`config.mk`:
```
export PLATFORM = sky130hd
export DESIGN_NAME = rgb_to_hsv_pixel_unit_flat
export DESIGN_NICKNAME = d
export VERILOG_FILES = /design/src/rtl/core/rhp_pkg.sv /design/src/rtl/core/rhp_req_if.sv /design/src/rtl/core/rhp_rsp_if.sv /design/src/rtl/core/rhp_front.sv /design/src/rtl/core/rhp_divide.sv /design/src/rtl/core/rgb_to_hsv_pixel_unit.sv /design/src/flat_wrapper.sv
export SDC_FILE = /design/constraint.sdc
export NUM_CORES = 1
export LEC_CHECK = 0
export BUFFER_PORTS_ARGS = -buffer_cell sky130_fd_sc_hd__buf_4
export CAP_MARGIN = 0
export CORE_MARGIN = 2
export CORE_UTILIZATION = 30
export DETAILED_ROUTE_END_ITERATION = 8
export GPL_TIMING_DRIVEN = 0
export PLACE_DENSITY_LB_ADDON = 0.05
export SYNTH_ARGS = -nofsm -noshare
export SYNTH_HDL_FRONTEND = slang
export SYNTH_SLANG_ARGS = --single-unit
```
`constraint.sdc`:
```
create_clock -name clock -period 27.8 [get_ports clock]
set_input_delay 2.78 -clock clock [delete_from_list [all_inputs] [get_ports clock]]
set_output_delay 2.78 -clock clock [all_outputs]
set_load 0.05 [all_outputs]
```
`src/rtl/core/rhp_pkg.sv`:
```
// shared types, constants and divider step for the rgb to hsv pixel unit
`timescale 1ns / 1ps

package rhp_pkg;

   // channel and datapath widths
   localparam int CHAN_WIDTH     = 8;
   localparam int QUO_WIDTH      = 8;
   localparam int QUO_IDX_WIDTH  = $clog2(QUO_WIDTH);
   localparam int NUM_WIDTH      = 11;
   localparam int SIGNED_WIDTH   = 12;
   localparam int REM_WIDTH      = 20;
   localparam int DIVR_WIDTH     = 12;
   localparam int BITS_PER_STAGE = 2;
   localparam int DIV_STAGES     = QUO_WIDTH / BITS_PER_STAGE;

   // twice the full scale, six sectors per turn, twice six for the hue denominator
   localparam int SCALE2        = 510;
   localparam int SECTOR_SPAN   = 6;
   localparam int HUE_DEN_SCALE = 12;

   // hue sector codes
   localparam logic [1:0] SECTOR_RED   = 2'd0;
   localparam logic [1:0] SECTOR_GREEN = 2'd1;
   localparam logic [1:0] SECTOR_BLUE  = 2'd2;

   // one restoring division in flight
   typedef struct packed {
      logic [REM_WIDTH-1:0]  rem;
      logic [DIVR_WIDTH-1:0] divisor;
      logic [QUO_WIDTH-1:0]  quo;
   } div_lane_type;

   // what travels down the divider pipeline
   typedef struct packed {
      div_lane_type          hue;
      div_lane_type          sat;
      logic [CHAN_WIDTH-1:0] bright;
   } div_item_type;

   // one quotient bit of a restoring divide
   function automatic div_lane_type div_step(div_lane_type lane,
                                             logic [QUO_IDX_WIDTH-1:0] bit_pos);
      logic [REM_WIDTH-1:0] trial;
      div_lane_type         res;
      trial = {{(REM_WIDTH-DIVR_WIDTH){1'b0}}, lane.divisor} << bit_pos;
      res   = lane;
      if (lane.rem >= trial) begin
         res.rem          = lane.rem - trial;
         res.quo[bit_pos] = 1'b1;
      end
      return res;
   endfunction

endpackage

```
`src/rtl/core/rhp_req_if.sv`:
```
// pixel request channel: valid, ready and one rgb pixel
`timescale 1ns / 1ps

interface rhp_req_if;
   logic       valid;
   logic       ready;
   logic [7:0] red;
   logic [7:0] green;
   logic [7:0] blue;

   modport source (output valid, output red, output green, output blue, input ready);
   modport sink   (input valid, input red, input green, input blue, output ready);
endinterface

```
`src/rtl/core/rhp_rsp_if.sv`:
```
// pixel response channel: valid, ready and one hsv pixel
`timescale 1ns / 1ps

interface rhp_rsp_if;
   logic       valid;
   logic       ready;
   logic [7:0] hue;
   logic [7:0] saturation;
   logic [7:0] brightness;

   modport source (output valid, output hue, output saturation, output brightness,
                   input ready);
   modport sink   (input valid, input hue, input saturation, input brightness,
                   output ready);
endinterface

```
`src/rtl/core/rhp_front.sv`:
```
// front end: channel max/min and sector, then hue and saturation dividends
`timescale 1ns / 1ps

module rhp_front (
   input  logic                 clock,
   input  logic                 reset,
   input  logic                 in_valid,
   output logic                 in_ready,
   input  logic [7:0]           red,
   input  logic [7:0]           green,
   input  logic [7:0]           blue,
   output logic                 out_valid,
   input  logic                 out_ready,
   output rhp_pkg::div_item_type out_item
);
   import rhp_pkg::*;

   typedef struct packed {
      logic [CHAN_WIDTH-1:0] mx;
      logic [CHAN_WIDTH-1:0] mn;
      logic [1:0]            sector;
      logic [CHAN_WIDTH-1:0] r;
      logic [CHAN_WIDTH-1:0] g;
      logic [CHAN_WIDTH-1:0] b;
   } extrema_type;

   extrema_type  ext_ff, ext_in;
   logic         ext_valid_ff;
   logic         ext_ready;
   div_item_type div_ff, div_in;
   logic         div_valid_ff;
   logic         div_ready;

   logic [CHAN_WIDTH-1:0]   delta;
   logic [NUM_WIDTH-1:0]    delta6;
   logic [SIGNED_WIDTH-1:0] num_s;
   logic [NUM_WIDTH-1:0]    num;

   // stage ready chain
   assign div_ready = !div_valid_ff || out_ready;
   assign ext_ready = !ext_valid_ff || div_ready;
   assign in_ready  = ext_ready;

   // stage 1: max, min, sector with red then green winning ties
   always_comb begin
      ext_in.r = red;
      ext_in.g = green;
      ext_in.b = blue;
      if (red >= green && red >= blue) begin
         ext_in.sector = SECTOR_RED;
         ext_in.mx     = red;
      end else if (green >= blue) begin
         ext_in.sector = SECTOR_GREEN;
         ext_in.mx     = green;
      end else begin
         ext_in.sector = SECTOR_BLUE;
         ext_in.mx     = blue;
      end
      ext_in.mn = red;
      if (green < ext_in.mn) ext_in.mn = green;
      if (blue < ext_in.mn)  ext_in.mn = blue;
   end

   always_ff @(posedge clock) begin
      if (reset) begin
         ext_valid_ff <= 1'b0;
      end else if (ext_ready) begin
         ext_valid_ff <= in_valid;
      end
   end

   always_ff @(posedge clock) begin
      if (ext_ready && in_valid) begin
         ext_ff <= ext_in;
      end
   end

   // stage 2: hue numerator within the turn, wrapped once when negative
   assign delta  = ext_ff.mx - ext_ff.mn;
   assign delta6 = NUM_WIDTH'(delta) * NUM_WIDTH'(SECTOR_SPAN);

   always_comb begin
      case (ext_ff.sector)
         SECTOR_RED: begin
            num_s = SIGNED_WIDTH'(ext_ff.g) - SIGNED_WIDTH'(ext_ff.b);
            if (num_s[SIGNED_WIDTH-1]) begin
               num_s = num_s + SIGNED_WIDTH'(delta6);
            end
         end
         SECTOR_GREEN: begin
            num_s = SIGNED_WIDTH'({delta, 1'b0}) + SIGNED_WIDTH'(ext_ff.b)
                    - SIGNED_WIDTH'(ext_ff.r);
         end
         SECTOR_BLUE: begin
            num_s = SIGNED_WIDTH'({delta, 2'b00}) + SIGNED_WIDTH'(ext_ff.r)
                    - SIGNED_WIDTH'(ext_ff.g);
         end
         default: begin
            num_s = '0;
         end
      endcase
      num = num_s[NUM_WIDTH-1:0];
   end

   // dividends and divisors; a zero divisor becomes one over a zero dividend
   always_comb begin
      div_in.hue.rem     = REM_WIDTH'(num) * REM_WIDTH'(SCALE2) + REM_WIDTH'(delta6);
      div_in.hue.divisor = (delta == '0) ? DIVR_WIDTH'(1)
                           : DIVR_WIDTH'(delta) * DIVR_WIDTH'(HUE_DEN_SCALE);
      div_in.hue.quo     = '0;
      div_in.sat.rem     = REM_WIDTH'(delta) * REM_WIDTH'(SCALE2) + REM_WIDTH'(ext_ff.mx);
      div_in.sat.divisor = (ext_ff.mx == '0) ? DIVR_WIDTH'(1)
                           : DIVR_WIDTH'({ext_ff.mx, 1'b0});
      div_in.sat.quo     = '0;
      div_in.bright      = ext_ff.mx;
   end

   always_ff @(posedge clock) begin
      if (reset) begin
         div_valid_ff <= 1'b0;
      end else if (div_ready) begin
         div_valid_ff <= ext_valid_ff;
      end
   end

   always_ff @(posedge clock) begin
      if (div_ready && ext_valid_ff) begin
         div_ff <= div_in;
      end
   end

   assign out_valid = div_valid_ff;
   assign out_item  = div_ff;

endmodule

```
`src/rtl/core/rhp_divide.sv`:
```
// pipelined restoring divider for hue and saturation in lockstep
`timescale 1ns / 1ps

module rhp_divide (
   input  logic                  clock,
   input  logic                  reset,
   input  logic                  in_valid,
   output logic                  in_ready,
   input  rhp_pkg::div_item_type in_item,
   output logic                  out_valid,
   input  logic                  out_ready,
   output rhp_pkg::div_item_type out_item
);
   import rhp_pkg::*;

   div_item_type          stage_ff [DIV_STAGES];
   div_item_type          stage_in [DIV_STAGES];
   logic [DIV_STAGES-1:0] valid_ff;
   logic [DIV_STAGES-1:0] src_valid;
   logic [DIV_STAGES-1:0] stage_ready;

   genvar k;
   generate
      for (k = 0; k < DIV_STAGES; k++) begin : g_stage
         div_item_type src;

         // source of this stage and ready from downstream
         if (k == 0) begin : g_first
            assign src          = in_item;
            assign src_valid[k] = in_valid;
         end else begin : g_next
            assign src          = stage_ff[k-1];
            assign src_valid[k] = valid_ff[k-1];
         end

         if (k == DIV_STAGES-1) begin : g_last
            assign stage_ready[k] = !valid_ff[k] || out_ready;
         end else begin : g_mid
            assign stage_ready[k] = !valid_ff[k] || stage_ready[k+1];
         end

         // BITS_PER_STAGE quotient bits per stage, most significant first
         always_comb begin
            stage_in[k] = src;
            for (int j = 0; j < BITS_PER_STAGE; j++) begin
               stage_in[k].hue = div_step(stage_in[k].hue,
                  QUO_IDX_WIDTH'(QUO_WIDTH - 1 - BITS_PER_STAGE * k - j));
               stage_in[k].sat = div_step(stage_in[k].sat,
                  QUO_IDX_WIDTH'(QUO_WIDTH - 1 - BITS_PER_STAGE * k - j));
            end
         end

         always_ff @(posedge clock) begin
            if (reset) begin
               valid_ff[k] <= 1'b0;
            end else if (stage_ready[k]) begin
               valid_ff[k] <= src_valid[k];
            end
         end

         always_ff @(posedge clock) begin
            if (stage_ready[k] && src_valid[k]) begin
               stage_ff[k] <= stage_in[k];
            end
         end
      end
   endgenerate

   assign in_ready  = stage_ready[0];
   assign out_valid = valid_ff[DIV_STAGES-1];
   assign out_item  = stage_ff[DIV_STAGES-1];

endmodule

```
`src/rtl/core/rgb_to_hsv_pixel_unit.sv`:
```
// top level of the rgb to hsv pixel converter
// Converts one 8-bit RGB pixel per clock into 8-bit hue, saturation and
// brightness (value). Brightness is the largest channel, saturation is
// round(255*delta/max), hue is the angle as a fraction of a turn scaled to
// 0..255, all rounded half up; black and grey pixels give hue 0. The unit is
// a six-stage pipeline: two front stages find max/min and form the dividends,
// then four divider stages each retire two quotient bits of the hue and
// saturation divides. Each pixel moves through the extrema, dividend and
// divider registers in order, the last driving the response; with the
// response side ready a new pixel is accepted every cycle.
// Back-pressure stalls only the stages that hold data, so bubbles still fill.
`timescale 1ns / 1ps

module rgb_to_hsv_pixel_unit (
   input logic      clock,
   input logic      reset,
   rhp_req_if.sink  req_chan,
   rhp_rsp_if.source rsp_chan
);
   import rhp_pkg::*;

   logic         mid_valid;
   logic         mid_ready;
   div_item_type mid_item;
   logic         fin_valid;
   div_item_type fin_item;

   // extrema and dividend stages
   rhp_front u_front (
      .clock     (clock),
      .reset     (reset),
      .in_valid  (req_chan.valid),
      .in_ready  (req_chan.ready),
      .red       (req_chan.red),
      .green     (req_chan.green),
      .blue      (req_chan.blue),
      .out_valid (mid_valid),
      .out_ready (mid_ready),
      .out_item  (mid_item)
   );

   // divider stages, last one is the output register
   rhp_divide u_divide (
      .clock     (clock),
      .reset     (reset),
      .in_valid  (mid_valid),
      .in_ready  (mid_ready),
      .in_item   (mid_item),
      .out_valid (fin_valid),
      .out_ready (rsp_chan.ready),
      .out_item  (fin_item)
   );

   // both quotients stay below 256 by construction
   assign rsp_chan.valid      = fin_valid;
   assign rsp_chan.hue        = fin_item.hue.quo;
   assign rsp_chan.saturation = fin_item.sat.quo;
   assign rsp_chan.brightness = fin_item.bright;

endmodule

```
`src/flat_wrapper.sv`:
```
// flat-port wrapper written by rule: the top's interface ports become plain ports
module rgb_to_hsv_pixel_unit_flat import rhp_pkg::*;
  (clock, reset, req_chan_valid, req_chan_red, req_chan_green, req_chan_blue, req_chan_ready, rsp_chan_valid, rsp_chan_hue, rsp_chan_saturation, rsp_chan_brightness, rsp_chan_ready);
  rhp_req_if req_chan_i ();
  rhp_rsp_if rsp_chan_i ();
  input logic clock;
  input logic reset;
  input wire logic [$bits(req_chan_i.valid)-1:0] req_chan_valid;
  input wire logic [$bits(req_chan_i.red)-1:0] req_chan_red;
  input wire logic [$bits(req_chan_i.green)-1:0] req_chan_green;
  input wire logic [$bits(req_chan_i.blue)-1:0] req_chan_blue;
  output wire logic [$bits(req_chan_i.ready)-1:0] req_chan_ready;
  output wire logic [$bits(rsp_chan_i.valid)-1:0] rsp_chan_valid;
  output wire logic [$bits(rsp_chan_i.hue)-1:0] rsp_chan_hue;
  output wire logic [$bits(rsp_chan_i.saturation)-1:0] rsp_chan_saturation;
  output wire logic [$bits(rsp_chan_i.brightness)-1:0] rsp_chan_brightness;
  input wire logic [$bits(rsp_chan_i.ready)-1:0] rsp_chan_ready;
  assign req_chan_i.valid = req_chan_valid;
  assign req_chan_i.red = req_chan_red;
  assign req_chan_i.green = req_chan_green;
  assign req_chan_i.blue = req_chan_blue;
  assign req_chan_ready = req_chan_i.ready;
  assign rsp_chan_valid = rsp_chan_i.valid;
  assign rsp_chan_hue = rsp_chan_i.hue;
  assign rsp_chan_saturation = rsp_chan_i.saturation;
  assign rsp_chan_brightness = rsp_chan_i.brightness;
  assign rsp_chan_i.ready = rsp_chan_ready;
  rgb_to_hsv_pixel_unit u_core (.clock(clock), .reset(reset), .req_chan(req_chan_i), .rsp_chan(rsp_chan_i));
endmodule
```
# Yosys cells after proc, flatten, opt, wreduce, memory -nomap -nowiden
# Memory sizes are Yosys's and may differ from the RTL's.
# Index checks and enable logic that the tools add are counted.
# W data, S select, Z words.
[word_totals] reg_bits=120 ramBits=352 in_bits=28 out_inout_bits=26 elab_cells=143 mem_count=1
[memory_table] memory="u_core.u_divide.stage_ff" words=4 width=88 rd=4 rd_ports_with_merged_regs=0 wr=4 line_no="rhp_divide.sv:16" source="div_item_type stage_ff [DIV_STAGES];"
[op_classes] addsub=25 n_mul=4 n_lt_le_gt_ge=21 n_eq_ne=2 mux=49 reduce_logical=22
[op_table] operator="$mux W20" count=16
[op_table] operator="$ge A20 B12 Y1" count=2
[op_table] operator="$ge A20 B13 Y1" count=2
[op_table] operator="$ge A20 B14 Y1" count=2
[op_table] operator="$ge A20 B15 Y1" count=2
[op_table] operator="$ge A20 B16 Y1" count=2
[op_table] operator="$ge A20 B17 Y1" count=2
[op_table] operator="$ge A20 B18 Y1" count=2
[op_table] operator="$ge A20 B19 Y1" count=2
[op_table] operator="$sub A20 B12 Y20" count=2
[op_table] operator="$sub A20 B13 Y20" count=2
[op_table] operator="$sub A20 B14 Y20" count=2
[op_table] operator="$sub A20 B15 Y20" count=2
[op_table] operator="$sub A20 B16 Y20" count=2
[op_table] operator="$sub A20 B17 Y20" count=2
[op_table] operator="$sub A20 B18 Y20" count=2
[op_table] operator="$sub A20 B19 Y20" count=2
[op_table] operator="$pmux W11 S3" count=1
[op_table] operator="$mux W8" count=4
[op_table] operator="$mux W1" count=26
[op_table] operator="$ge A8 B8 Y1" count=3
[op_table] operator="$add A20 B11 Y20" count=1
[op_table] operator="$mul A8 B2 Y10 const B" count=2
[op_table] operator="$mul A11 B8 Y19 const B" count=1
[op_table] operator="other kinds (19)" count=37

# Depth between registers and ports, before layout
# Gate-level depths: netlist (run 1).
[depth] word_depth=8 mapped_depth=39 depth_no_buf=37

# Modules after synthesis
# A second synthesis (run 1) with hierarchy kept.
[hier_totals] hier_cells=3439 area_unflattened_um2=35964.5
[modules_own_cells] mod="rhp_divide" instances=1 cells_per_inst=2231 area_per_inst_um2=23732.8 seq_area_each_um2=10650.2
[modules_own_cells] mod="rhp_front" instances=1 cells_per_inst=1208 area_per_inst_um2=12231.7 seq_area_each_um2=3223.1

# Worst setup path before layout (run 1)
# No wires, ideal clock.
[synth_path] path_type="reg-to-reg" from="reg u_core.u_front.ext_ff (netlist bit u_core.u_front.div_in[0])" to="reg u_core.u_front.div_ff (netlist bit u_core.u_front.out_item[87]), data pin" setup_time_ps=264 arrival_time_ps=8913 t_required_ps=27536 setup_slack_ps=18623 stages_incl_launch_ff=36 path_buffers=1 period_less_slack_ps=9177 cell_sequence="edfxtp_1 inv_1 ha_1 inv_1 fa_1 xor2_1 inv_1 fa_1 nor2b_1 nor2_1 maj3_2 xnor2_1 ha_1 a221o_1 a31oi_1 mux2i_1 o211ai_1 fa_1 inv_1 fa_1 inv_1 fa_1 inv_1 fa_1 inv_1 ha_1 clkbuf_1 a21oi_1 o21ai_0 and2_1 a21o_1 a21oi_1 xor2_1 or4b_1 a2111oi_2 xnor2_1"
[synth_rtl] item="start, declared" line_no="rhp_front.sv:27" source="extrema_type ext_ff, ext_in;"
[synth_rtl] item="start signal, assigned" line_no="rhp_front.sv:74" source="ext_ff <= ext_in;"
[synth_rtl] item="end signal, assigned" line_no="rhp_front.sv:128" source="div_ff <= div_in;"
[synth_rtl] item="end, declared" line_no="rhp_front.sv:30" source="div_item_type div_ff, div_in;"

==> summary.txt, run 1 <==
CTS
  • Post-CTS Setup Inserts: 0
  • CTS tree: done
  • Clock tree root buffer cell: sky130_fd_sc_hd__clkbuf_16
  • Maximum level of the CTS H-tree: 2
  • Number of buffers between clock root and the deepest sink: 3
  • Sinks on Clock Net: 358
  • Inserted Clock Buffers: 47
  • Register clock-pin slew on the reported worst setup and hold paths: 0.06 ns
  • Clock network latency to the later pin of the worst-skew pair: 0.60 ns
  • Resize count post-CTS: 0
  • Post-CTS Hold Buffers: 0

Layout
  • Antenna diodes: 0
  • Filler Cell Count: 9,834
  • Seq. cell area: 0.01069 mm²
  • Layout cell share with drive strength beyond 1: 0.08352
  • Most common library cell in the layout ignoring fill and taps: sky130_fd_sc_hd__inv_1
  • Most frequent cells in the layout: sky130_fd_sc_hd__inv_1, sky130_fd_sc_hd__edfxtp_1, sky130_fd_sc_hd__ha_1
  • Layout overhead on the synthesized area: 13.04%
  • Fin area: 0.03357 mm²
  • Final net count: 3,503
  • Area occupied by multi-input gates: 0.01741 mm²
  • Fin cells: 4,364

Worst setup path
  • Crit path buffers/inverters: 7
  • Source of the critical timing path: u_core.u_front.div_in[0]
  • Type of element capturing the critical path: register
  • Critical Setup Path Class: reg -> reg
  • Critical path's most frequent cell: sky130_fd_sc_hd__inv_1
  • Cell type of the slowest stage on the worst timing path: sky130_fd_sc_hd__o21ai_0
  • Worst endpoint required time: 28.12 ns
  • Crit-path max cell delay: 0.91 ns
  • Data arrival, critical path: 11.28 ns
  • Delay-heaviest family, CP: adder cells
  • Critical Path Source Type: register
  • Worst flop-to-flop path startpoint: u_core.u_front.div_in[0]
  • Maximum net fanout on the critical path: 8

Placed design
  • HPWL Detailed: 62.32 mm
  • Weighted congestion at the end of routability-driven global placement: 0.8627
  • Placed instance count: 4,279
  • Standard cell area after detailed placement: 0.03196 mm²
  • Port-buffer cells: 53

GRT
  • Met3 Use GR: 0.01501
  • Maximum number of pins on one net before global-route repair: 37
  • Grt met2 use: 0.2641
  • First-pass GRT wire length: 120.8 mm
  • Number of antenna violations at the first check in global routing: 0
  • GRT Resource Usage Total: 0.1484
  • GRT overflow: 0
  • Via count of the first global-routing pass: 22,140
  • Met1 routing resource usage after global routing: 0.1902
  • Most congested layer reported by global routing: met2

Floorplan
  • IO Count: 54
  • Die width: 318.6 µm
  • Core Box Area: 0.09828 mm²
  • Vertical die dimension: 318.6 µm
  • Die Footprint: 0.1015 mm²
  • Row count: 115
  • Starting Density: 0.3022

Route
  • DRC viols: 0
  • Avg WL per Cell: 17.22 µm
  • Total via count in the routed design: 20,960
  • Residual antenna-violating net count after detailed routing: 0
  • Total wire length after detailed routing: 75.14 mm
  • Initial drt markers: 912
  • Detailed-route vias per instance: 4.803
  • Detailed Routing Iterations Pass 1: 5

Synth
  • Synthesized area: 0.02969 mm²
  • Count of distinct cell types in the synthesized netlist: 95
  • Number of flip-flops and latches in the synthesized netlist: 358
  • Net count after synthesis: 3,391
  • Most instantiated flip-flop cell in the synthesis netlist: sky130_fd_sc_hd__edfxtp_1
  • Sequential share of the synthesized area: 0.3600
  • Number of warnings printed during yosys synthesis: 0
  • Number of flops mapped to enable cells by yosys: 352
  • Average footprint of a synthesized cell: 10.14 µm²
  • Count of mapped cells out of synthesis: 2,929
  • Async SR Flop Fraction: 0

STA
  • Slew HR: 0.2419
  • Highest achievable clock rate: 91.24 MHz
  • Total of endpoints with negative setup slack in the final report: 0
  • Accumulated negative setup slack: 0 ns
  • Pins over their slew limit: 0
  • Min Hold Slack: 0.4148 ns
  • Actual slew at the worst max-slew pin: 1.125 ns
  • Final worst path period share: 0.3942
  • Final Hold Vio Count: 0
  • Worst setup skew after layout: 0.03717 ns
  • RSZ-0062 raised after global routing: false
  • Period minus WS final: 10.96 ns

Outcome
  • Outcome: complete, no violations

Worst hold path
  • Class of the most critical hold timing path: reg -> reg
  • Worst hold start: u_core.u_divide.stage_ff[2][5]

Run
  • Number of max-capacitance violations reported: 0
==> metrics by stage <==
step | setup slack [ns] | utilization
6_report | 16.84 | 0.3416
5_1_grt | 15.94 | 0.3416
4_1_cts | 16.64 | 0.3415
3_5_place_dp | 16.69 | 0.3252
3_3_place_gp | 15.85 | 0.3226
2_1_floorplan | 18.62 | -
==> cell families (layout without fill, tap and decap cells) <==
logic type,Yosys count,count (layout),synth area share
xor gates and xnor gates,231,231,0.06931
buffers and inverters,440,588,0.05608
AOI/OAI and AO/OA,669,669,0.1453
and+or+nand+nor,670,670,0.1158
DFF,358,358,0.3600
muxes,122,122,0.04466
adders and majority gates,439,439,0.2089
==> final timing paths <==
check                           cells past startpoint                        endpoint  slack, ns
worst max-delay path                               35     u_core.u_front.out_item[87]      16.84
worst min-delay path                                0  u_core.u_divide.stage_ff[3][5]       0.41
worst max register to register                     35     u_core.u_front.out_item[87]      16.84
worst min register to register                      0  u_core.u_divide.stage_ff[3][5]       0.41
==> sequential cells by signal (all words and copies together), names as in the netlist <==
signal / count
u_core.u_front.div_in: 8
u_core.u_front.out_item: 64
u_core.u_divide.stage_ff: 246
u_core.u_front.out_valid: 1
u_core.u_front.ext_valid_ff: 1
u_core.u_divide.src_valid: 3
u_core.u_divide.out_valid: 1
u_core.u_front.ext_ff: 34
==> cells in the mapped netlist, types with 44 or more instances <==
cell type                  number  share of area
sky130_fd_sc_hd__xor2_1        76          0.022
sky130_fd_sc_hd__mux2i_1       65          0.022
sky130_fd_sc_hd__a21o_1        88          0.022
sky130_fd_sc_hd__nor2_1       187          0.024
sky130_fd_sc_hd__edfxtp_1     352           0.36
sky130_fd_sc_hd__nand3_1       44         0.0074
sky130_fd_sc_hd__nor2b_1       53          0.011
sky130_fd_sc_hd__fa_1          96          0.065
sky130_fd_sc_hd__xnor2_1      152          0.045
sky130_fd_sc_hd__inv_1        389          0.049
sky130_fd_sc_hd__o21ai_0      120          0.020
sky130_fd_sc_hd__ha_1         338           0.14
sky130_fd_sc_hd__a21oi_1      221          0.037
sky130_fd_sc_hd__nand2_1      140          0.018
sky130_fd_sc_hd__mux2_2        50          0.019
==> metal layers <==
metal	up-vias	part of all wire
li1	10690	-
met3	101	0.020
met5	-	0
met1	9936	0.47
met2	229	0.49
met4	0	0.024
==> area by class of cell <==
cell class	instances	area share
inverters	390	0.04361
clock buffers	55	0.03686
well taps	1287	0.04797
plain buffers	50	0.006001
clock inverters	30	0.01077
flip-flops and latches	358	0.3185
repair buffers	63	0.01782
multi-input cells	2131	0.5185
Power of run 1 is left out: the tool's default activity adds up to more than one toggle a clock period on the data nets, which glitch-free logic cannot reach.
==> run 2, diff against run 1 <==
Settings changed: ABC_AREA set to 1.
Clock period 27.8 ns to 8.95 ns, I/O delays scaled along.
==> summary.txt, run 2 <==
Worst hold path
  • Class of the most critical hold timing path: reg -> reg
  • Number of cells on the worst hold path: 0

Floorplan
  • Vertical die dimension: 329.2 µm
  • Die width: 329.2 µm
  • Die Footprint: 0.1084 mm²
  • IO Count: 54
  • Core Box Area: 0.1051 mm²
  • Row count: 119
  • Starting Density: 0.3018

Route
  • Detailed-route vias per instance: 4.558
  • Total wire length after detailed routing: 86.10 mm
  • M1 wire length: 40.06 mm
  • DRC viols: 0
  • Detailed Routing Iterations Pass 1: 5
  • Total via count in the routed design: 24,670
  • Met3 layer wire length in the routed design: 2.042 mm
  • Amount of wire on met2 after detailed routing: 42.18 mm
  • Residual antenna-violating net count after detailed routing: 0
  • Topmost layer with routed signal wires: met4
  • Avg WL per Cell: 15.91 µm
  • Initial drt markers: 1,050

Run
  • Number of max-capacitance violations reported: 0

Worst setup path
  • Type of element capturing the critical path: register
  • Data arrival, critical path: 8.68 ns
  • Critical Path Source Type: register
  • Worst endpoint required time: 9.29 ns
  • Worst reg2reg path depth: 41
  • Maximum net fanout on the critical path: 5
  • Depth of the critical timing path with buffers and inverters included: 41
  • Critical Setup Path Class: reg -> reg
  • Cell type of the slowest stage on the worst timing path: sky130_fd_sc_hd__fa_2
  • Delay-heaviest family, CP: adder cells
  • Crit-path max cell delay: 0.65 ns
  • Crit path buffers/inverters: 8
  • Critical path's most frequent cell: sky130_fd_sc_hd__inv_1

GRT
  • First-pass GRT wire length: 138.1 mm
  • Via count of the first global-routing pass: 25,380
  • Number of antenna violations at the first check in global routing: 0
  • Maximum number of pins on one net before global-route repair: 65
  • GRT overflow: 0
  • GRT Resource Usage Total: 0.1615

Layout
  • Most frequent cells in the layout: sky130_fd_sc_hd__nand2_1, sky130_fd_sc_hd__inv_1, sky130_fd_sc_hd__edfxtp_1
  • Antenna diodes: 0
  • Most common library cell in the layout ignoring fill and taps: sky130_fd_sc_hd__nand2_1
  • Final net count: 4,445
  • Layout cell share with drive strength beyond 1: 0.1035
  • Layout overhead on the synthesized area: 13.86%
  • Reg with most FFs: u_core.u_divide.stage_ff
  • Max reg flops: 246
  • Fin cells: 5,412
  • Filler Cell Count: 11,230

Synth
  • Most instantiated flip-flop cell in the synthesis netlist: sky130_fd_sc_hd__edfxtp_1
  • Leading cell type by number of instances after synthesis: sky130_fd_sc_hd__nand2_1
  • Commonest cells post-synth: sky130_fd_sc_hd__nand2_1, sky130_fd_sc_hd__inv_1, sky130_fd_sc_hd__edfxtp_1, sky130_fd_sc_hd__ha_1, sky130_fd_sc_hd__nor2_1
  • Cell type with the largest total area after synthesis: sky130_fd_sc_hd__edfxtp_1
  • Net count after synthesis: 4,311
  • Number of flip-flops and latches in the synthesized netlist: 358
  • Synthesized area: 0.03173 mm²
  • Number of flops mapped to enable cells by yosys: 352
  • Synth top area cells: sky130_fd_sc_hd__edfxtp_1, sky130_fd_sc_hd__ha_1, sky130_fd_sc_hd__nand2_1
  • Average footprint of a synthesized cell: 8.243 µm²
  • Count of distinct cell types in the synthesized netlist: 69
  • Count of mapped cells out of synthesis: 3,849
  • Sequential share of the synthesized area: 0.3369
  • Async SR Flop Fraction: 0
  • Area share of the leading cell type in the synthesized netlist: 0.3331
  • Number of warnings printed during yosys synthesis: 0

STA
  • Actual slew at the worst max-slew pin: 0.9373 ns
  • Final Hold Vio Count: 0
  • Min Hold Slack: 0.4110 ns
  • Final worst path period share: 0.9317
  • Highest achievable clock rate: 119.9 MHz
  • Pins over their slew limit: 0
  • Total of endpoints with negative setup slack in the final report: 0
  • Worst setup skew after layout: 0.01770 ns
  • Slew HR: 0.3714
  • Period minus WS final: 8.339 ns

CTS
  • Clock tree root buffer cell: sky130_fd_sc_hd__clkbuf_16
  • Number of buffers between clock root and the deepest sink: 3
  • Maximum level of the CTS H-tree: 2
  • Clock network latency to the later pin of the worst-skew pair: 0.60 ns
  • Sinks on Clock Net: 358
  • CTS tree: done
  • Register clock-pin slew on the reported worst setup and hold paths: 0.06 ns
  • Inserted Clock Buffers: 47

Placed design
  • Weighted congestion at the end of routability-driven global placement: 0.8109
  • HPWL Detailed: 72.35 mm
  • Placed instance count: 5,300
  • Port-buffer cells: 53

Outcome
  • Outcome: complete, no violations
==> run 2: through the flow <==
stage                     TNS (ns)  area (µm²)    util  setup slack (ns)
after global routing      -0.01462       36120  0.3437          -0.01462
after global placement      -9.761       33870  0.3222            -1.430
after detailed placement    -9.096       34050  0.3239            -1.378
after floorplan                  0       31730       -            0.6227
final                            0       36120  0.3437            0.6113
after CTS                        0       35820  0.3407          0.004124
==> run 2: worst paths after layout <==
kind,to,slack (ns),from
max,u_core.u_front.out_item[85],0.61,u_core.u_front.div_in[0]
min,u_core.u_divide.stage_ff[3][1],0.41,u_core.u_divide.stage_ff[2][1]
max reg2reg,u_core.u_front.out_item[85],0.61,u_core.u_front.div_in[0]
min reg2reg,u_core.u_divide.stage_ff[3][1],0.41,u_core.u_divide.stage_ff[2][1]
==> run 2: what timing repair did <==
action | in CTS | in global routing
setup buffers | 9 | 16
setup endpoints to repair | 11 | 10
hold buffers | 0 | 0
pin swaps | 3 | 15
resized for setup | 15 | 40
==> run 2: cell type report <==
class	instances	area, µm²	share of cell area
buffer	37	269.0	0.007447
clock buffer	59	1315	0.03640
clock inverter	28	315.3	0.008728
inverter	663	2514	0.06958
multi-input combinational	2791	18540	0.5131
sequential	358	10690	0.2959
tap	1391	1740	0.04818
timing repair buffer	85	744.5	0.02061
==> run 2: cells by family after synthesis <==
group	count (synthesis)	share of synthesized area
simple gates	1588	0.2237
buf+inv	700	0.08731
compound gates	589	0.1072
fa+ha+maj	434	0.1939
flops	358	0.3369
xor+xnor	180	0.05099
==> run 2: per-layer routing <==
metal  track usage  vias to the layer above
met5             0                        -
met4       0.03666                        0
met3       0.02059                       93
met2        0.2896                      204
met1        0.2057                    11280
li1              -                    13090
Power of run 2 is left out for the same reason.
==> run 3, diff against run 2 <==
Settings changed: ABC_AREA 1 to unset.
==> summary.txt, run 3 (same netlist as run 1, synthesis figures left out) <==
CTS
  • Clock tree root buffer cell: sky130_fd_sc_hd__clkbuf_16
  • Number of buffers between clock root and the deepest sink: 3
  • Maximum level of the CTS H-tree: 2
  • Sinks on Clock Net: 358
  • Clock network latency to the later pin of the worst-skew pair: 0.61 ns
  • Register clock-pin slew on the reported worst setup and hold paths: 0.06 ns
  • CTS tree: done
  • Post-CTS Hold Buffers: 0
  • Inserted Clock Buffers: 47

Route
  • Avg WL per Cell: 17.34 µm
  • Total wire length after detailed routing: 76.72 mm
  • Residual antenna-violating net count after detailed routing: 0
  • DRC viols: 0
  • Detailed Routing Iterations Pass 1: 5
  • Initial drt markers: 971
  • Total via count in the routed design: 21,350
  • Detailed-route vias per instance: 4.824

Worst setup path
  • Capture point of the worst reg-to-reg path: u_core.u_front.out_item[87]
  • Crit-path max cell delay: 0.65 ns
  • Cell type of the slowest stage on the worst timing path: sky130_fd_sc_hd__fa_2
  • Data arrival, critical path: 9.08 ns
  • Critical Setup Path Class: reg -> reg
  • Worst reg2reg path depth: 32
  • Worst setup slack for register-to-register paths: 0.19 ns
  • Type of element capturing the critical path: register
  • Critical Path Source Type: register
  • Worst endpoint required time: 9.27 ns
  • Maximum net fanout on the critical path: 3
  • Worst flop-to-flop path startpoint: u_core.u_front.div_in[0]

GRT
  • GRT overflow: 0
  • Maximum number of pins on one net before global-route repair: 35
  • GRT Resource Usage Total: 0.1505
  • Number of antenna violations at the first check in global routing: 0
  • First-pass GRT wire length: 121.5 mm
  • Via count of the first global-routing pass: 22,160

STA
  • RSZ-0062 raised after global routing: true
  • Actual slew at the worst max-slew pin: 1.060 ns
  • Period minus WS final: 8.755 ns
  • Total of endpoints with negative setup slack in the final report: 0
  • Worst setup skew after layout: 0.03137 ns
  • Highest achievable clock rate: 114.2 MHz
  • Final worst path period share: 0.9782
  • Final Hold Vio Count: 0
  • Pins over their slew limit: 0
  • Slew HR: 0.2909

Placed design
  • Port-buffer cells: 53
  • Weighted congestion at the end of routability-driven global placement: 0.8625
  • Placed instance count: 4,280
  • HPWL Detailed: 62.62 mm

Worst hold path
  • Worst hold start: u_core.u_divide.stage_ff[2][1]
  • Class of the most critical hold timing path: reg -> reg
  • Hold worst-path end: u_core.u_divide.stage_ff[3][1]
  • Number of cells on the worst hold path: 0

Layout
  • Layout cell share with drive strength beyond 1: 0.1361
  • Max reg flops: 246
  • Antenna diodes: 0
  • Reg with most FFs: u_core.u_divide.stage_ff
  • Filler Cell Count: 9,826
  • Final net count: 3,561
  • Layout overhead on the synthesized area: 16.85%
  • Most common library cell in the layout ignoring fill and taps: sky130_fd_sc_hd__inv_1
  • Most frequent cells in the layout: sky130_fd_sc_hd__inv_1, sky130_fd_sc_hd__edfxtp_1, sky130_fd_sc_hd__ha_1
  • Fin cells: 4,425

Run
  • Number of max-capacitance violations reported: 0

Floorplan
  • Core Box Area: 0.09828 mm²
  • Die width: 318.6 µm
  • Vertical die dimension: 318.6 µm
  • Die Footprint: 0.1015 mm²
  • IO Count: 54
  • Row count: 115
  • Starting Density: 0.3022

Outcome
  • Outcome: complete, no violations
==> run 3: cell types whose count changed in the layout (fill, tap and decap cells not counted), sizes merged, moves of 67 or more <==
cell / previous run / this run
xnor2: 81 / 152
nor2: 273 / 188
inv: 663 / 396
nand2: 918 / 140
a21o: 21 / 88
o21ai: 236 / 124
nand3: 223 / 45
==> run 3: area by class of cell <==
| class | count | area [µm²] | area share |
|---|---|---|---|
| inverters | 390 | 1474 | 0.04248 |
| well taps | 1287 | 1610 | 0.04641 |
| multi-input cells | 2131 | 18010 | 0.5190 |
| clock inverters | 39 | 405.4 | 0.01168 |
| repair buffers | 124 | 1087 | 0.03134 |
| plain buffers | 47 | 219.0 | 0.006310 |
| clock buffers | 49 | 1205 | 0.03473 |
| flip-flops and latches | 358 | 10690 | 0.3081 |
==> run 3: repair_timing <==
action / in CTS / in global routing
buffers inserted: 34 / 26
setup endpoints to repair: 11 / 8
gates resized for setup: 84 / 58
pin swaps: 22 / 47
==> run 3: per-stage QoR <==
stage               cell area, µm²  utilization  setup WS (ns)  setup TNS [ns]  hold WS [ns]
finish                       34700       0.3531         0.1947               0        0.4106
global route                 34700       0.3531        -0.1341         -0.3230        0.4029
CTS                          34270       0.3487       0.002214               0        0.4073
detailed placement           32020       0.3258         -1.747          -12.79        0.4045
global placement             31720       0.3228         -1.732         -143.73        0.4030
floorplan                    29710            -        0.02420               0        0.4003
==> run 3: how the worst max path moves through the flow <==
stage | start | endpoint | slack [ns] | depth (start not counted)
2_1_floorplan | u_core.u_front.div_in[0] | u_core.u_front.out_item[87] | 0.02 | 35
3_3_place_gp | u_core.u_front.div_in[0] | u_core.u_front.out_item[87] | -1.73 | 36
3_5_place_dp | u_core.u_front.div_in[0] | u_core.u_front.out_item[87] | -1.75 | 36
4_1_cts | u_core.u_front.div_in[2] | u_core.u_front.out_item[87] | 0.002 | 31
5_1_grt | u_core.u_front.div_in[0] | u_core.u_front.out_item[87] | -0.13 | 32
6_report | u_core.u_front.div_in[0] | u_core.u_front.out_item[87] | 0.19 | 32
==> run 3: metal layers <==
layer,routed length [µm],up-vias,part of all wire,GRT usage
met5,0,-,0,0
met4,2376,0,0.031,0.04876
met3,1875,119,0.024,0.01730
met2,37240,273,0.49,0.2652
met1,35220,10140,0.46,0.1914
li1,-,10820,-,-
==> run 3: worst max-delay path: cells and delay by family (launching register included) <==
kind	cells	cell delay, ns
fa+ha+maj	11	4.03
buf+inv	6	0.31
flops	1	0.41
compound gates	6	1.40
xor+xnor	3	0.50
mux	1	0.27
simple gates	5	1.56
Power of run 3 is left out for the same reason.
